$ cat src/hw/rtl/ffd_pkg.sv
`timescale 1ns / 1ps
`default_nettype none

package ffd_pkg;

    // frame marks and command codes
    localparam logic [7:0] HEADER_MARK  = 8'hFE;
    localparam logic [7:0] TRAILER_MARK = 8'hEF;
    localparam logic [7:0] CMD_DATA     = 8'h00;

    // width of the byte_index field on the output
    localparam int INDEX_W = 5;

    // kind of an incoming word, taken from tuser
    typedef enum logic {
        K_CLOSED = 1'b0,
        K_BYTE   = 1'b1
    } t_kind;

    // result status codes
    typedef enum logic [1:0] {
        ST_RECEIVING = 2'd0,
        ST_DATA      = 2'd1,
        ST_IGNORED   = 2'd2,
        ST_CLOSED    = 2'd3
    } t_status;

    // classified word passed from front to back
    typedef struct packed {
        t_kind      kind;
        logic [7:0] rx_byte;
    } t_item;

    // one result word
    typedef struct packed {
        t_status              status;
        logic [7:0]           data_byte;
        logic [INDEX_W-1:0]   byte_index;
        logic                 last;
    } t_result;

endpackage

`default_nettype wire

$ cat src/hw/rtl/ffd_front.sv
`timescale 1ns / 1ps
`default_nettype none

module ffd_front (
    input  wire logic          i_clk,
    input  wire logic          i_rst_n,
    input  wire logic          i_valid,
    output logic               o_ready,
    input  wire logic          i_present,
    input  wire logic [7:0]    i_byte,
    output logic               o_q_valid,
    output ffd_pkg::t_item     o_q_item,
    input  wire logic          i_q_pop
);
    import ffd_pkg::*;

    // two-entry queue of classified words
    t_item      r_q [2];
    logic       r_wp;
    logic       r_rp;
    logic [1:0] r_cnt;

    t_item      item;
    logic       push;
    logic       pop;

    assign item.kind    = i_present ? K_BYTE : K_CLOSED;
    assign item.rx_byte = i_byte;

    assign o_ready   = (r_cnt != 2'd2);
    assign o_q_valid = (r_cnt != 2'd0);
    assign o_q_item  = r_q[r_rp];

    assign push = i_valid && o_ready;
    assign pop  = i_q_pop && o_q_valid;

    always_ff @(posedge i_clk) begin
        if (push) begin
            r_q[r_wp] <= item;
        end
    end

    always_ff @(posedge i_clk) begin
        if (!i_rst_n) begin
            r_wp  <= 1'b0;
            r_rp  <= 1'b0;
            r_cnt <= 2'd0;
        end else begin
            if (push) begin
                r_wp <= ~r_wp;
            end
            if (pop) begin
                r_rp <= ~r_rp;
            end
            case ({push, pop})
                2'b10:   r_cnt <= r_cnt + 2'd1;
                2'b01:   r_cnt <= r_cnt - 2'd1;
                default: r_cnt <= r_cnt;
            endcase
        end
    end

endmodule

`default_nettype wire

$ cat src/hw/rtl/ffd_back.sv
`timescale 1ns / 1ps
`default_nettype none

module ffd_back #(
    parameter int FRAME_BYTES = 21,
    parameter int DATA_BYTES  = 18
) (
    input  wire logic          i_clk,
    input  wire logic          i_rst_n,
    input  wire logic          i_q_valid,
    input  wire ffd_pkg::t_item i_q_item,
    output logic               o_q_pop,
    output logic               o_res_valid,
    output ffd_pkg::t_result   o_res,
    input  wire logic          i_res_ready
);
    import ffd_pkg::*;

    localparam int AW = $clog2(FRAME_BYTES);
    localparam int FW = $clog2(FRAME_BYTES + 1);
    localparam int IW = (DATA_BYTES > 1) ? $clog2(DATA_BYTES) : 1;
    localparam int PW = $clog2(FRAME_BYTES + DATA_BYTES + 2);
    localparam int XW = (IW > INDEX_W) ? IW : INDEX_W;

    typedef enum logic [6:0] {
        S_IDLE = 7'b0000001,
        S_HDR  = 7'b0000010,
        S_CMD  = 7'b0000100,
        S_DATA = 7'b0001000,
        S_SCAN = 7'b0010000,
        S_COPY = 7'b0100000,
        S_DONE = 7'b1000000
    } t_state;

    // frame buffer
    logic [7:0]    r_mem [FRAME_BYTES];
    logic [7:0]    r_rdata;
    logic          mem_we;
    logic [AW-1:0] mem_waddr;
    logic [7:0]    mem_wdata;
    logic [AW-1:0] mem_raddr;

    t_state        r_state, n_state;
    logic [AW-1:0] r_ptr, n_ptr;
    logic [AW-1:0] r_shift, n_shift;
    logic [IW-1:0] r_idx, n_idx;
    logic [FW-1:0] r_fill, n_fill;
    logic          r_tr_ok, n_tr_ok;
    logic          r_ov;
    t_result       r_out;

    logic          can_emit;
    logic          emit;
    t_result       res;
    logic [PW-1:0] cur_pos;
    logic [PW-1:0] nxt_pos;
    logic          cur_in_range;
    logic          nxt_in_range;
    logic [XW-1:0] idx_x;
    logic          idx_last;

    assign can_emit = !r_ov || i_res_ready;

    // payload position of the current and next data byte
    assign cur_pos      = PW'(r_idx) + PW'(2);
    assign nxt_pos      = PW'(n_idx) + PW'(2);
    assign cur_in_range = (cur_pos < PW'(FRAME_BYTES));
    assign nxt_in_range = (nxt_pos < PW'(FRAME_BYTES));
    assign idx_x        = XW'(r_idx);
    assign idx_last     = (r_idx == IW'(DATA_BYTES - 1));

    // read data follows the next pointer, or the next data position in S_DATA, so r_rdata matches r_ptr / r_idx
    always_comb begin
        if (n_state == S_DATA) begin
            mem_raddr = nxt_in_range ? nxt_pos[AW-1:0] : '0;
        end else begin
            mem_raddr = n_ptr;
        end
    end

    always_ff @(posedge i_clk) begin
        if (mem_we) begin
            r_mem[mem_waddr] <= mem_wdata;
        end
        r_rdata <= r_mem[mem_raddr];
    end

    always_comb begin
        n_state   = r_state;
        n_ptr     = r_ptr;
        n_shift   = r_shift;
        n_idx     = r_idx;
        n_fill    = r_fill;
        n_tr_ok   = r_tr_ok;
        mem_we    = 1'b0;
        mem_waddr = '0;
        mem_wdata = '0;
        o_q_pop   = 1'b0;
        emit      = 1'b0;
        res       = '{status: ST_RECEIVING, data_byte: 8'd0,
                      byte_index: '0, last: 1'b1};

        case (r_state)
            S_IDLE: begin
                if (i_q_valid && can_emit) begin
                    o_q_pop = 1'b1;
                    if (i_q_item.kind == K_CLOSED) begin
                        emit       = 1'b1;
                        res.status = ST_CLOSED;
                    end else begin
                        mem_we    = 1'b1;
                        mem_waddr = r_fill[AW-1:0];
                        mem_wdata = i_q_item.rx_byte;
                        if (r_fill != FW'(FRAME_BYTES - 1)) begin
                            n_fill = r_fill + FW'(1);
                            emit   = 1'b1;
                        end else begin
                            // buffer full: check header and trailer
                            n_tr_ok = (i_q_item.rx_byte == TRAILER_MARK);
                            n_ptr   = '0;
                            n_state = S_HDR;
                        end
                    end
                end
            end
            S_HDR: begin
                n_ptr = AW'(1);
                if (r_rdata == HEADER_MARK && r_tr_ok) begin
                    n_state = S_CMD;
                end else begin
                    n_state = S_SCAN;
                end
            end
            S_CMD: begin
                n_fill = '0;
                if (r_rdata == CMD_DATA) begin
                    n_idx   = '0;
                    n_state = S_DATA;
                end else if (can_emit) begin
                    emit       = 1'b1;
                    res.status = ST_IGNORED;
                    n_state    = S_IDLE;
                end
            end
            S_DATA: begin
                if (can_emit) begin
                    emit           = 1'b1;
                    res.status     = ST_DATA;
                    res.data_byte  = cur_in_range ? r_rdata : 8'd0;
                    res.byte_index = idx_x[INDEX_W-1:0];
                    res.last       = idx_last;
                    if (idx_last) begin
                        n_state = S_IDLE;
                    end else begin
                        n_idx = r_idx + IW'(1);
                    end
                end
            end
            S_SCAN: begin
                if (r_rdata == HEADER_MARK) begin
                    n_shift = r_ptr;
                    n_state = S_COPY;
                end else if (r_ptr == AW'(FRAME_BYTES - 1)) begin
                    // no later header: drop everything
                    n_fill  = '0;
                    n_state = S_DONE;
                end else begin
                    n_ptr = r_ptr + AW'(1);
                end
            end
            S_COPY: begin
                mem_we    = 1'b1;
                mem_waddr = r_ptr - r_shift;
                mem_wdata = r_rdata;
                if (r_ptr == AW'(FRAME_BYTES - 1)) begin
                    n_fill  = FW'(FRAME_BYTES) - FW'(r_shift);
                    n_state = S_DONE;
                end else begin
                    n_ptr = r_ptr + AW'(1);
                end
            end
            S_DONE: begin
                if (can_emit) begin
                    emit    = 1'b1;
                    n_state = S_IDLE;
                end
            end
            default: begin
                n_state = S_IDLE;
            end
        endcase
    end

    always_ff @(posedge i_clk) begin
        if (!i_rst_n) begin
            r_state <= S_IDLE;
            r_fill  <= '0;
            r_ov    <= 1'b0;
        end else begin
            r_state <= n_state;
            r_fill  <= n_fill;
            if (emit) begin
                r_ov <= 1'b1;
            end else if (i_res_ready) begin
                r_ov <= 1'b0;
            end
        end
    end

    always_ff @(posedge i_clk) begin
        r_ptr   <= n_ptr;
        r_shift <= n_shift;
        r_idx   <= n_idx;
        r_tr_ok <= n_tr_ok;
        if (emit) begin
            r_out <= res;
        end
    end

    assign o_res_valid = r_ov;
    assign o_res       = r_out;

`ifndef ASSERT_OFF
    a_fill_below_full: assert property (@(posedge i_clk) disable iff (!i_rst_n)
        r_fill < FW'(FRAME_BYTES))
        else $error("fill count reached frame length");

    a_copy_shift: assert property (@(posedge i_clk) disable iff (!i_rst_n)
        (r_state == S_COPY) |-> (r_shift != '0) && (r_ptr >= r_shift))
        else $error("slide with bad shift");

    a_single_last: assert property (@(posedge i_clk) disable iff (!i_rst_n)
        (r_ov && r_out.status != ST_DATA) |-> r_out.last)
        else $error("single status word without last");

    a_emit_free: assert property (@(posedge i_clk) disable iff (!i_rst_n)
        emit |-> can_emit)
        else $error("result overwritten while waiting");
`endif

endmodule

`default_nettype wire

$ cat src/hw/rtl/fixed_frame_deframer.sv
`timescale 1ns / 1ps
`default_nettype none

// channel   dir  tdata                              tuser              tlast
// s_axis    in   [7:0] rx_byte                      [0] byte_present   -
// m_axis    out  [7:0] data_byte, [12:8] byte_index [1:0] status       last
//
// a received byte is stored and answered with a receiving status word while the frame buffer fills
// a full buffer is checked for header and trailer, then for the command, and gives
// DATA_BYTES data words, or an ignored status word for another command, or a slide:
// header scan plus copy, then one status word
// reset is synchronous active low and empties the buffer at once
// a two-word input queue takes up to two words on s_axis while results wait on m_axis

module fixed_frame_deframer #(
    parameter int FRAME_BYTES = 21,
    parameter int DATA_BYTES  = 18
) (
    input  wire logic          i_clk,
    input  wire logic          i_rst_n,
    input  wire logic          i_s_axis_tvalid,
    output logic               o_s_axis_tready,
    input  wire logic [7:0]    i_s_axis_tdata,   // [7:0] rx_byte
    input  wire logic          i_s_axis_tuser,   // [0] byte_present
    output logic               o_m_axis_tvalid,
    input  wire logic          i_m_axis_tready,
    output logic [15:0]        o_m_axis_tdata,   // [7:0] data_byte, [12:8] byte_index
    output logic [1:0]         o_m_axis_tuser,   // [1:0] status
    output logic               o_m_axis_tlast    // last word caused by one input word
);
    import ffd_pkg::*;

    // classified words waiting for the back end
    logic    q_valid;
    t_item   q_item;
    logic    q_pop;

    // registered result word
    logic    res_valid;
    t_result res;

    // front: takes words and marks them as byte or link closed
    ffd_front u_front (
        .i_clk     (i_clk),
        .i_rst_n   (i_rst_n),
        .i_valid   (i_s_axis_tvalid),
        .o_ready   (o_s_axis_tready),
        .i_present (i_s_axis_tuser),
        .i_byte    (i_s_axis_tdata),
        .o_q_valid (q_valid),
        .o_q_item  (q_item),
        .i_q_pop   (q_pop)
    );

    // back: frame buffer, header scan, slide and data emission
    ffd_back #(
        .FRAME_BYTES (FRAME_BYTES),
        .DATA_BYTES  (DATA_BYTES)
    ) u_back (
        .i_clk       (i_clk),
        .i_rst_n     (i_rst_n),
        .i_q_valid   (q_valid),
        .i_q_item    (q_item),
        .o_q_pop     (q_pop),
        .o_res_valid (res_valid),
        .o_res       (res),
        .i_res_ready (i_m_axis_tready)
    );

    // pack the result word onto the stream
    assign o_m_axis_tvalid = res_valid;
    assign o_m_axis_tdata  = {3'b000, res.byte_index, res.data_byte};
    assign o_m_axis_tuser  = res.status;
    assign o_m_axis_tlast  = res.last;

endmodule

`default_nettype wire
$ cat config.mk
export PLATFORM = sky130hd
export DESIGN_NAME = fixed_frame_deframer
export DESIGN_NICKNAME = d
export VERILOG_FILES = /design/src/hw/rtl/ffd_pkg.sv /design/src/hw/rtl/ffd_front.sv /design/src/hw/rtl/ffd_back.sv /design/src/hw/rtl/fixed_frame_deframer.sv
export SDC_FILE = /design/constraint.sdc
export NUM_CORES = 1
export LEC_CHECK = 0
export BUFFER_PORTS_ARGS = -buffer_cell sky130_fd_sc_hd__buf_4
export CAP_MARGIN = 20
export CORE_UTILIZATION = 55
export DETAILED_ROUTE_END_ITERATION = 8
export GPL_TIMING_DRIVEN = 0
export PLACE_DENSITY_LB_ADDON = 0.05
export SLEW_MARGIN = 0
export SYNTH_ARGS = -nofsm -noshare
export SYNTH_HDL_FRONTEND = slang
export SYNTH_SLANG_ARGS = --single-unit
export TNS_END_PERCENT = 50
$ cat constraint.sdc
create_clock -name i_clk -period 10.2 [get_ports i_clk]
set_input_delay 0.51 -clock i_clk [delete_from_list [all_inputs] [get_ports i_clk]]
set_output_delay 0.51 -clock i_clk [all_outputs]
set_load 0.05 [all_outputs]
Word level (Yosys, flattened, before mapping):

Memories as Yosys holds them, arrays and structs flattened. A register that Yosys moved wholly into a read port is not among the register bits.
Cells that the tools add are included.

* memories: 2
* output and inout port bits: 21
* memory bits (writable): 186
* logic and storage cells: 133
* input bits: 13
* register bits: 49

Memory list
* u_back.r_mem: words 21, width 8, rd ports 1, clocked after memory_dff 1, wr ports 1, line ffd_back.sv:36 `logic [7:0] r_mem [FRAME_BYTES];`
* u_front.r_q: words 2, width 9, rd ports 1, clocked after memory_dff 1, wr ports 1, line ffd_front.sv:18 `t_item r_q [2];`

* $lt $le $gt $ge: 2
* reductions and logical operators: 17
* muxes and demuxes: 64
* add/subtract/negate cells: 9
* bitwise gates (word level): 3
* eq/ne operators: 22

Operator list (count)
* 5-bit two-way mux: 19
* 7-bit two-way mux: 9
* 7-bit case mux with 7 select lines: 1
* 5-bit case mux with 4 select lines: 2
* 8-bit two-way mux: 3
* 5-bit case mux with 2 select lines: 2
* 1-bit two-way mux: 18
* 8-bit == test, second input constant: 2
* 8-bit case mux with 2 select lines: 1
* 5-bit by 1-bit adder with 5-bit output, second input constant: 3
* 15-bit two-way mux: 1
* 7-bit by 4-bit == test with 1-bit output, second input constant: 2
* 5-bit by 2-bit adder with 6-bit output, second input constant: 2
* 6-bit by 5-bit < comparator with 1-bit output, second input constant: 2
* 5-bit == test, second input constant: 2
* 2-bit by 1-bit inequality test with 1-bit output, second input constant: 5
* 8-bit zero test: 1
* 2-bit two-way mux: 4
* 7-bit by 1-bit == test with 1-bit output, second input constant: 1
* 7-bit by 2-bit == test with 1-bit output, second input constant: 1
* 7-bit by 3-bit == test with 1-bit output, second input constant: 1
* 7-bit by 5-bit == test with 1-bit output, second input constant: 1
* 7-bit by 6-bit == test with 1-bit output, second input constant: 1
* 7-bit == test, second input constant: 1
* 23 further kinds: 32

Depth between registers and ports, before layout:

Gate-level depths: netlist of the first run.

* word-level depth: 8
* mapped depth: 20
* gate-level depth less buffers: 17

By module:

From an unflattened synthesis of the first run, not the netlist that was laid out.

* cell total of the unflattened synthesis: 829
* area, all modules: 11016.8 µm²

By module, submodules not included
* ffd_back: sequential area each 6326.1 µm², times used 1, area an instance 10108.4 µm², cells each 773
* ffd_front: sequential area each 640.6 µm², times used 1, area an instance 882.1 µm², cells each 52
* fixed_frame_deframer: sequential area each 0.0 µm², times used 1, area an instance 26.3 µm², cells each 4

Worst setup path after synthesis of the first run:

OpenSTA, ideal clock, no wires.

* path type: register -> register
* start: register u_back.r_idx[1] (netlist: u_back.idx_x[1])
* end: register u_back.r_rdata[6], read port of u_back.r_mem
* data required time: 10063 ps
* period minus slack after synthesis: 3755 ps
* library setup time: 137 ps
* buffers on the path: 2
* slack: 6445 ps
* stages on the path, launching flop included: 20
* arrival time: 3618 ps
* cell sequence: dfxtp_1 -> inv_1 -> ha_1 -> nand4bb_1 -> nand4_2 -> and2_4 -> a21oi_1 -> inv_1 -> ha_1 -> inv_1 -> a311oi_2 -> o211ai_1 -> a22o_4 -> a21oi_2 -> nor2b_1 -> buf_2 -> buf_4 -> a21oi_1 -> a32oi_1 -> o2111ai_1

* longest elaborated chain between the ends: 8
* elaborated cells between the ends (all ways): 14
* those cells by class: add/sub (2); order compare (1); eq/ne (2); mux (9)

Ends and longest elaborated chain
* start, declared: line ffd_back.sv:46 `logic [IW-1:0] r_idx, n_idx;`
* start signal, assigned: line ffd_back.sv:213 `r_idx <= n_idx;`
* 5-bit by 1-bit adder with 5-bit output / 5-bit == test (equally long branches): line ffd_back.sv:155, ffd_back.sv:70
* 5-bit two-way mux: line ffd_back.sv:152 `if (idx_last) begin`
* 5-bit two-way mux: line ffd_back.sv:146 `if (can_emit) begin`
* 5-bit case mux with 2 select lines (*): line ffd_back.sv:103 `case (r_state)`
* net u_back.n_idx[1]: line ffd_back.sv:46
* 5-bit by 2-bit adder with 6-bit output (*): line ffd_back.sv:66 `assign nxt_pos = PW'(n_idx) + PW'(2);`
* 6-bit by 5-bit < comparator with 1-bit output: line ffd_back.sv:68 `assign nxt_in_range = (nxt_pos < PW'(FRAME_BYTES));`
* 5-bit two-way mux (*): line ffd_back.sv:75 `mem_raddr = nxt_in_range ? nxt_pos[AW-1:0] : '0;`
* 5-bit two-way mux (*): line ffd_back.sv:74 `if (n_state == S_DATA) begin`
* end, declared: line ffd_back.sv:37 `logic [7:0] r_rdata;`

The timed path passes the listed nets; every way through them passes the cells marked *.
A chain may end at the register's enable or synchronous reset.

Worst setup path in the final report of the first run:

Ends and elaborated chain as after synthesis.

==> results.txt, run 1 <==
Largest net degree at the start of global routing: 22
Count of final max-slew check failures: 0
TritonCTS clock tree: done
DR vias/cell: 6.01
#FFs+latches synth: 244
Routed Antenna Nets: 0
WHS Path Cells: 1
Chip width: 142 um
DIE HEIGHT: 142 um
Setup violators final: 0
Post-Layout Inst Area: 12400 um^2
Layout cells sized above 1: 14.9%
DRT iter0 DRCs: 546
CTS Root Cell: clkbuf_16
Vias post-DR: 6902
Hold_buf cts: 0
Tot GR Track Use: 25.3%
Gate count after technology mapping: 804
# DRC: 0
Main area contributors after synthesis: edfxtp_1 58%, mux2i_1 7.4%, dfxtp_1 6.7%, nor2_1 2.0%, o21ai_0 1.9%
Worst Setup Start Kind: flop
PD cells: 212 nW/um^2
Setup bufs post-CTS: 0
FFs w/ async S/R, synth: 0%
Slew Limit Headroom: 20.8%
Synth cell types: 79
H-tree depth: 1
Final Util: 65.5%
Congestion Overflow GR: 0
Worst reg2reg startpoint: u_back.idx_x[1]
Post-synthesis area per instance: 13.4 um^2
Final Skew: 9.99 ps
Leak: 4.20 nW
Final net count: 896
# rows: 50
Post-synth EDFFs: 208
Initial antenna violation count: 0
FMAX: 0.204 GHz
RSZ-0062 raised after global routing: false
First-pass DRT Iterations: 5
Port-buffer cells: 30
Synth-to-layout area growth: 15.0%
Core area: 19000 um^2
Final period utilization: 48.0%
Starting density of the core: 57.0%
First-pass GRT wire length: 37900 um
Hold Path Origin: i_s_axis_tdata[4]
Final wirelength: 24700 um
Final Hold Fails: 0
Adder-cell area share of the yosys netlist: 1.92%
Post-Synth Simple-Gate Area: 10.8%
Post-synthesis sequential area ratio: 64.5%
Die area: 20200 um^2
Hold Crit Endpoint: u_front.r_q[0][4]
Clk_lat worst skew: 520 ps
IO Count: 34
Main combinational cell family by area after synthesis: simple AND/OR/NAND/NOR gates
Placer Congestion: 0.867
Reg clk slew, reported paths: 60 ps
Ys flop type: edfxtp_1
Mux cell area share after synthesis: 8.25%
Reg2reg setup slack: 5300 ps
Synth Area in XOR/XNOR: 1.05%
Yosys warns: 0
Critical Path RT: 10560 ps
Cts repair resizes: 0
Placed Area: 11400 um^2
Compound-Gate Fraction of Synth Area: 10.5%
Nature of the critical path endpoint: flop
VDD IR max: 0.173 mV
Worst Path Max Fanout: 10
Clk sinks: 244
Vias in the first global route: 6735
Post-Syn Area: 10800 um^2
Max cap viols: 0
Run status: finished, final reports clean
CTS buffer count: 26
Actual slew at the worst max-slew pin: 1180 ps
Post-synth top area share: 57.9%
WS Path Type: reg2reg
Critical R2R Capture: u_back.r_rdata[6]
Arr. time, crit path: 5260 ps
Hold Crit Class: in2reg
Tot Pwr: 2.63 mW
Largest area contributor in the netlist: edfxtp_1
Clock period minus worst slack: 4900 ps
Final setup TNS: 0 ps
DP HPWL: 17800 um
Fillers: 1458
Routed wire length per instance: 21.6 um
CTS Buffer Depth: 3
R2r worst-path depth: 19
[power breakdown]
part / total (mW) / leakage (nW) / internal [mW] / switching (mW)
clock: 1.04 / 0.474 / 0.667 / 0.373
sequential: 1.23 / 2.23 / 1.20 / 0.0258
combinational: 0.364 / 1.50 / 0.0927 / 0.272
[placed cells by master (no fill, tap or decap), types with 8 or more instances in the layout]
cell and n:
ha_1 15, nand2_1 48, a221o_1 9, edfxtp_1 208, nor2_1 57, a22oi_1 20
dfxtp_1 36, mux2_2 8, clkbuf_16 27, mux2i_1 80, o21ai_0 33, clkbuf_1 18
and2_1 15, o21ai_2 8, nor2b_1 10, a21oi_1 29, nand4_1 8, clkbuf_8 8
nor3_1 12, nand3_1 27, buf_4 36, inv_1 22
[cell usage after synthesis, drive strengths merged, types with 10 or more instances]
master  count
nor2b      10
o21ai      45
mux2i      80
nand2      48
dfxtp      36
buf        21
a22oi      21
nor2       58
clkbuf     14
edfxtp    208
inv        22
nand3      27
nor3       12
and2       17
ha         15
a21oi      30
[metal layers]
layer	wire length, um	track usage [%]
met1	11200	36.0
met2	11300	40.2
met3	1810	4.85
met4	495	6.23
met5	0	0
[through the flow]
stage                     hold slack (ps)  cells  worst slack, ps
after detailed placement              515   1099             5390
after floorplan                       478    806             6440
after global placement                506   1096             5480
after global routing                  160   1147             4930
after CTS                             158   1147             5330
final                                 179   1148             5300
[cells by family (layout without fill, tap and decap cells)]
| logic type | count (synthesis) | after routing |
|---|---|---|
| compound gates | 161 | 161 |
| xor+xnor | 13 | 13 |
| fa+ha+maj | 16 | 16 |
| buf+inv | 58 | 139 |
| flops | 244 | 244 |
| mux | 88 | 88 |
| other cells | 1 | 4 |
| simple gates | 223 | 223 |
[registers in the layout (all words and copies together) (netlist names), 2 cells and up, named ones only]
signal	count
u_front.r_q	18
u_back.r_state	7
u_back.r_fill	5
u_front.r_cnt	2
u_back.r_mem	168
u_back.r_shift	5
u_back.o_res	16
u_back.idx_x	5
u_back.r_rdata	8
u_back.r_ptr	5
[worst max path at each step]
stage	start	endpoint	slack, ps	cells past startpoint
after global routing	u_back.idx_x[1]	u_back.r_rdata[7]	4930	17
after CTS	u_back.idx_x[1]	u_back.r_rdata[6]	5330	19
after detailed placement	u_back.idx_x[1]	u_back.r_rdata[6]	5390	19
final	u_back.idx_x[1]	u_back.r_rdata[6]	5300	19
after floorplan	u_back.idx_x[1]	u_back.r_rdata[6]	6440	19
after global placement	u_back.idx_x[1]	u_back.r_rdata[6]	5480	19
[layout make-up]
| cell class | count | area [um^2] | share of cell area, % |
|---|---|---|---|
| plain buffers | 35 | 228 | 1.84 |
| multi-input cells | 504 | 3560 | 28.7 |
| repair buffers | 33 | 267 | 2.15 |
| well taps | 260 | 325 | 2.62 |
| diodes | 1 | 2.50 | 0.0202 |
| clock inverters | 9 | 175 | 1.41 |
| clock buffers | 39 | 801 | 6.45 |
| flip-flops and latches | 244 | 6970 | 56.1 |
| inverters | 23 | 86.3 | 0.696 |
[critical path: stages, from the launching register on]
cell and delay (ps):
dfxtp_1 530, inv_1 110, ha_1 230, nand4bb_1 190, nand4_2 200, and2_4 230, a21oi_1 200, inv_1 140
ha_1 360, inv_1 100, a311oi_2 350, o211ai_1 180, a22o_4 320, a21oi_2 410, nor2b_1 250, buf_2 210
buf_4 210, a21oi_1 140, a32oi_1 240, o2111ai_1 140
Power figures use the tool's default switching activity.
==> run 2, diff against run 1 <==
Clock period 10.2 ns to 4.6 ns, I/O delays scaled along.
==> results.txt, run 2 (synthesis results as in run 1) <==
Nature of the critical path endpoint: flop (unchanged)
Largest register FFs: 168 (unchanged)
VDD IR max: 0.339 mV (was 0.173 mV)
Max cap viols: 0 (unchanged)
Final WS setup: 276 ps (was 5300 ps)
Clock period minus worst slack: 4320 ps (was 4900 ps)
TritonCTS clock tree: done (unchanged)
Slew Limit Headroom: 21.9% (was 20.8%)
Power share of the clock group: 39.5% (about the same)
Routed wire length per instance: 21.6 um (about the same)
Commonest non-fill, non-tap cell in the layout: edfxtp_1 (unchanged)
Port-buffer cells: 30 (unchanged)
Final Hold Fails: 0 (unchanged)
Routed Antenna Nets: 0 (unchanged)
Gr busiest metal: met2 (unchanged)
PD cells: 463 nW/um^2 (was 212 nW/um^2)
Most frequent cells in the layout: 208 x edfxtp_1, 76 x mux2i_1, 57 x nor2_1 (was 208 x edfxtp_1, 80 x mux2i_1, 57 x nor2_1)
Count of final max-slew check failures: 0 (unchanged)
Run status: finished, final reports clean (unchanged)
RSZ-0062 raised after global routing: true (was false)
Setup violators final: 0 (unchanged)
Post-Layout Inst Area: 12600 um^2 (was 12400 um^2)
Tot GR Track Use: 25.6% (was 25.3%)
M2 GR Usage: 41.1% (was 40.2%)
# DRC: 0 (unchanged)
Largest Register: u_back.r_mem (unchanged)
Met3 Track Usage GR: 4.98% (was 4.85%)
Chip width: 142 um (unchanged)
Worst Setup Start Kind: flop (unchanged)
Slowest cell on crit path: dfxtp_1 (unchanged)
Worst path cell trace: ha_1 -> nor4bb_4 -> nor4b_1 -> o21ai_1 -> nand2_1 -> ha_4 -> inv_1 -> a311oi_4 -> o211ai_1 -> a22o_4 -> a22oi_4 -> buf_6 -> buf_12 -> buf_8 -> mux2i_1 -> a222oi_1 -> nand3_1 -> nand3_1 (was inv_1 -> ha_1 -> nand4bb_1 -> nand4_2 -> and2_4 -> a21oi_1 -> inv_1 -> ha_1 -> inv_1 -> a311oi_2 -> o211ai_1 -> a22o_4 -> a21oi_2 -> nor2b_1 -> buf_2 -> buf_4 -> a21oi_1 -> a32oi_1 -> o2111ai_1)
FMAX: 0.231 GHz (was 0.204 GHz)
Worst path buffer plus inverter count: 4 (was 5)
Largest net degree at the start of global routing: 22 (unchanged)
Worst Path Max Fanout: 10 (unchanged)
Vias post-DR: 7007 (was 6902)
Cell family with most CP delay: compound AO/OA/AOI/OAI gates (unchanged)
Layout cells sized above 1: 16.1% (was 14.9%)
Comb pwr share: 14.0% (was 13.8%)
Core area: 19000 um^2 (unchanged)
Final net count: 907 (was 896)
Fillers: 1423 (was 1458)
DR vias/cell: 6.05 (was 6.01)
Sw frac: 25.6% (was 25.5%)
Clk_lat worst skew: 530 ps (was 520 ps)
Leak: 4.27 nW (was 4.20 nW)
Hold Crit Class: in2reg (unchanged)
Internal power: 4.35 mW (was 1.96 mW)
Vias in the first global route: 6855 (was 6735)
Placed Area: 11400 um^2 (unchanged)
Initial antenna violation count: 0 (unchanged)
# rows: 50 (unchanged)
WS Path Type: reg2reg (unchanged)
Final Skew: 19.0 ps (was 9.99 ps)
GR Util met1: 35.9% (was 36.0%)
Reg clk slew, reported paths: 60 ps (about the same)
First-pass GRT wire length: 38300 um (was 37900 um)
Congestion Overflow GR: 0 (unchanged)
Reg2reg setup slack: 280 ps (was 5300 ps)
Die area: 20200 um^2 (unchanged)
Synth-to-layout area growth: 17.2% (was 15.0%)
Starting density of the core: 57.0% (unchanged)
IO Count: 34 (unchanged)
Final wirelength: 25100 um (was 24700 um)
DRT iter0 DRCs: 520 (was 546)
CTS Buffer Depth: 3 (unchanged)
CTS Root Cell: clkbuf_16 (unchanged)
H-tree depth: 1 (unchanged)
Clk sinks: 244 (unchanged)
First-pass DRT Iterations: 7 (was 5)
Actual slew at the worst max-slew pin: 1160 ps (was 1180 ps)
Placer Congestion: 0.867 (unchanged)
Cell mode on critical path: nand3_1 (was inv_1)
Post-Place Worst Slack: -209 ps (was 5390 ps)
CTS buffer count: 26 (unchanged)
Final period utilization: 94.0% (was 48.0%)
Critical Path RT: 5050 ps (was 10560 ps)
DIE HEIGHT: 142 um (unchanged)
Arr. time, crit path: 4780 ps (was 5260 ps)
Sequential share of power: 46.5% (was 46.6%)
Switch Pwr: 1.50 mW (was 0.671 mW)
DP HPWL: 17800 um (unchanged)
Largest stage delay on the critical path: 440 ps (was 530 ps)
[run 2: cell count changes in the layout (fill, tap and decap cells not counted), moves of 2 or more]
cell / change
mux2i_1: -4
dlygate4sd3_1: +10
mux2i_4: +4
clkbuf_2: +2
nor4_2: +2
clkbuf_1: -2
nor4_1: -2
[run 2: what timing repair did]
action / in CTS / in global routing
gates resized for setup: 11 / 13
setup endpoints to repair: 8 / 8
pin swaps: 1 / 2
cloned: 0 / 0
hold endpoints to repair: 20 / 0
buffers inserted: 1 / 0
hold buffers: 10 / 0
[run 2: routing by layer]
layer  vias up  routed length (um)  share of wire, %
met5         -                   0                 0
met4         0                 532               2.1
met3        41                1810               7.2
met2       247               11500                46
li1       3238                   -                 -
met1      3481               11200                45
[run 2: power by group through the flow]
stage               combinational, mW  clock [mW]  sequential, mW
floorplan                       0.318           0            2.95
global placement                0.751           0            2.77
detailed placement              0.807           0            2.77
CTS                             0.819        2.33            2.72
global route                    0.868        2.42            2.74
finish                          0.818        2.31            2.73
[run 2: path summary, 6_finish.rpt]
check	start	end	depth (start not counted)
max	u_back.idx_x[0]	u_back.r_rdata[7]	18
max reg2reg	u_back.idx_x[0]	u_back.r_rdata[7]	18
min reg2reg	u_front.r_cnt[1]	u_front.r_cnt[1]	2
min	i_s_axis_tvalid	u_front.r_wp	4
[run 2: stage by stage]
stage	TNS [ps]	power (mW)	hold WS (ps)	util, %	cells
floorplan	0	3.27	329	-	806
global placement	-780	3.52	415	59.9	1096
detailed placement	-1360	3.57	417	60.3	1099
CTS	-3.66	5.87	181	66.3	1158
global route	-5.22	6.03	197	66.7	1158
finish	0	5.85	201	66.7	1159
[run 2: worst register-to-register path, delay by kind of cell (launching register included)]
family,cells,cell delay (ps)
muxes,1,110
and+or+nand+nor,5,1090
buffers and inverters,4,620
DFF,1,440
AOI/OAI and AO/OA,6,1440
adders and majority gates,2,560
[run 2: area by class of cell]
class / instances / area, um^2 / area share, %
Multi-Input combinational cell: 504 / 3680 / 29.1
Buffer: 35 / 234 / 1.85
Clock buffer: 39 / 801 / 6.33
Inverter: 23 / 86.3 / 0.683
Timing Repair Buffer: 44 / 374 / 2.96
Tap cell: 260 / 325 / 2.57
Antenna cell: 1 / 2.50 / 0.0198
Sequential cell: 244 / 6970 / 55.1
Clock inverter: 9 / 175 / 1.39
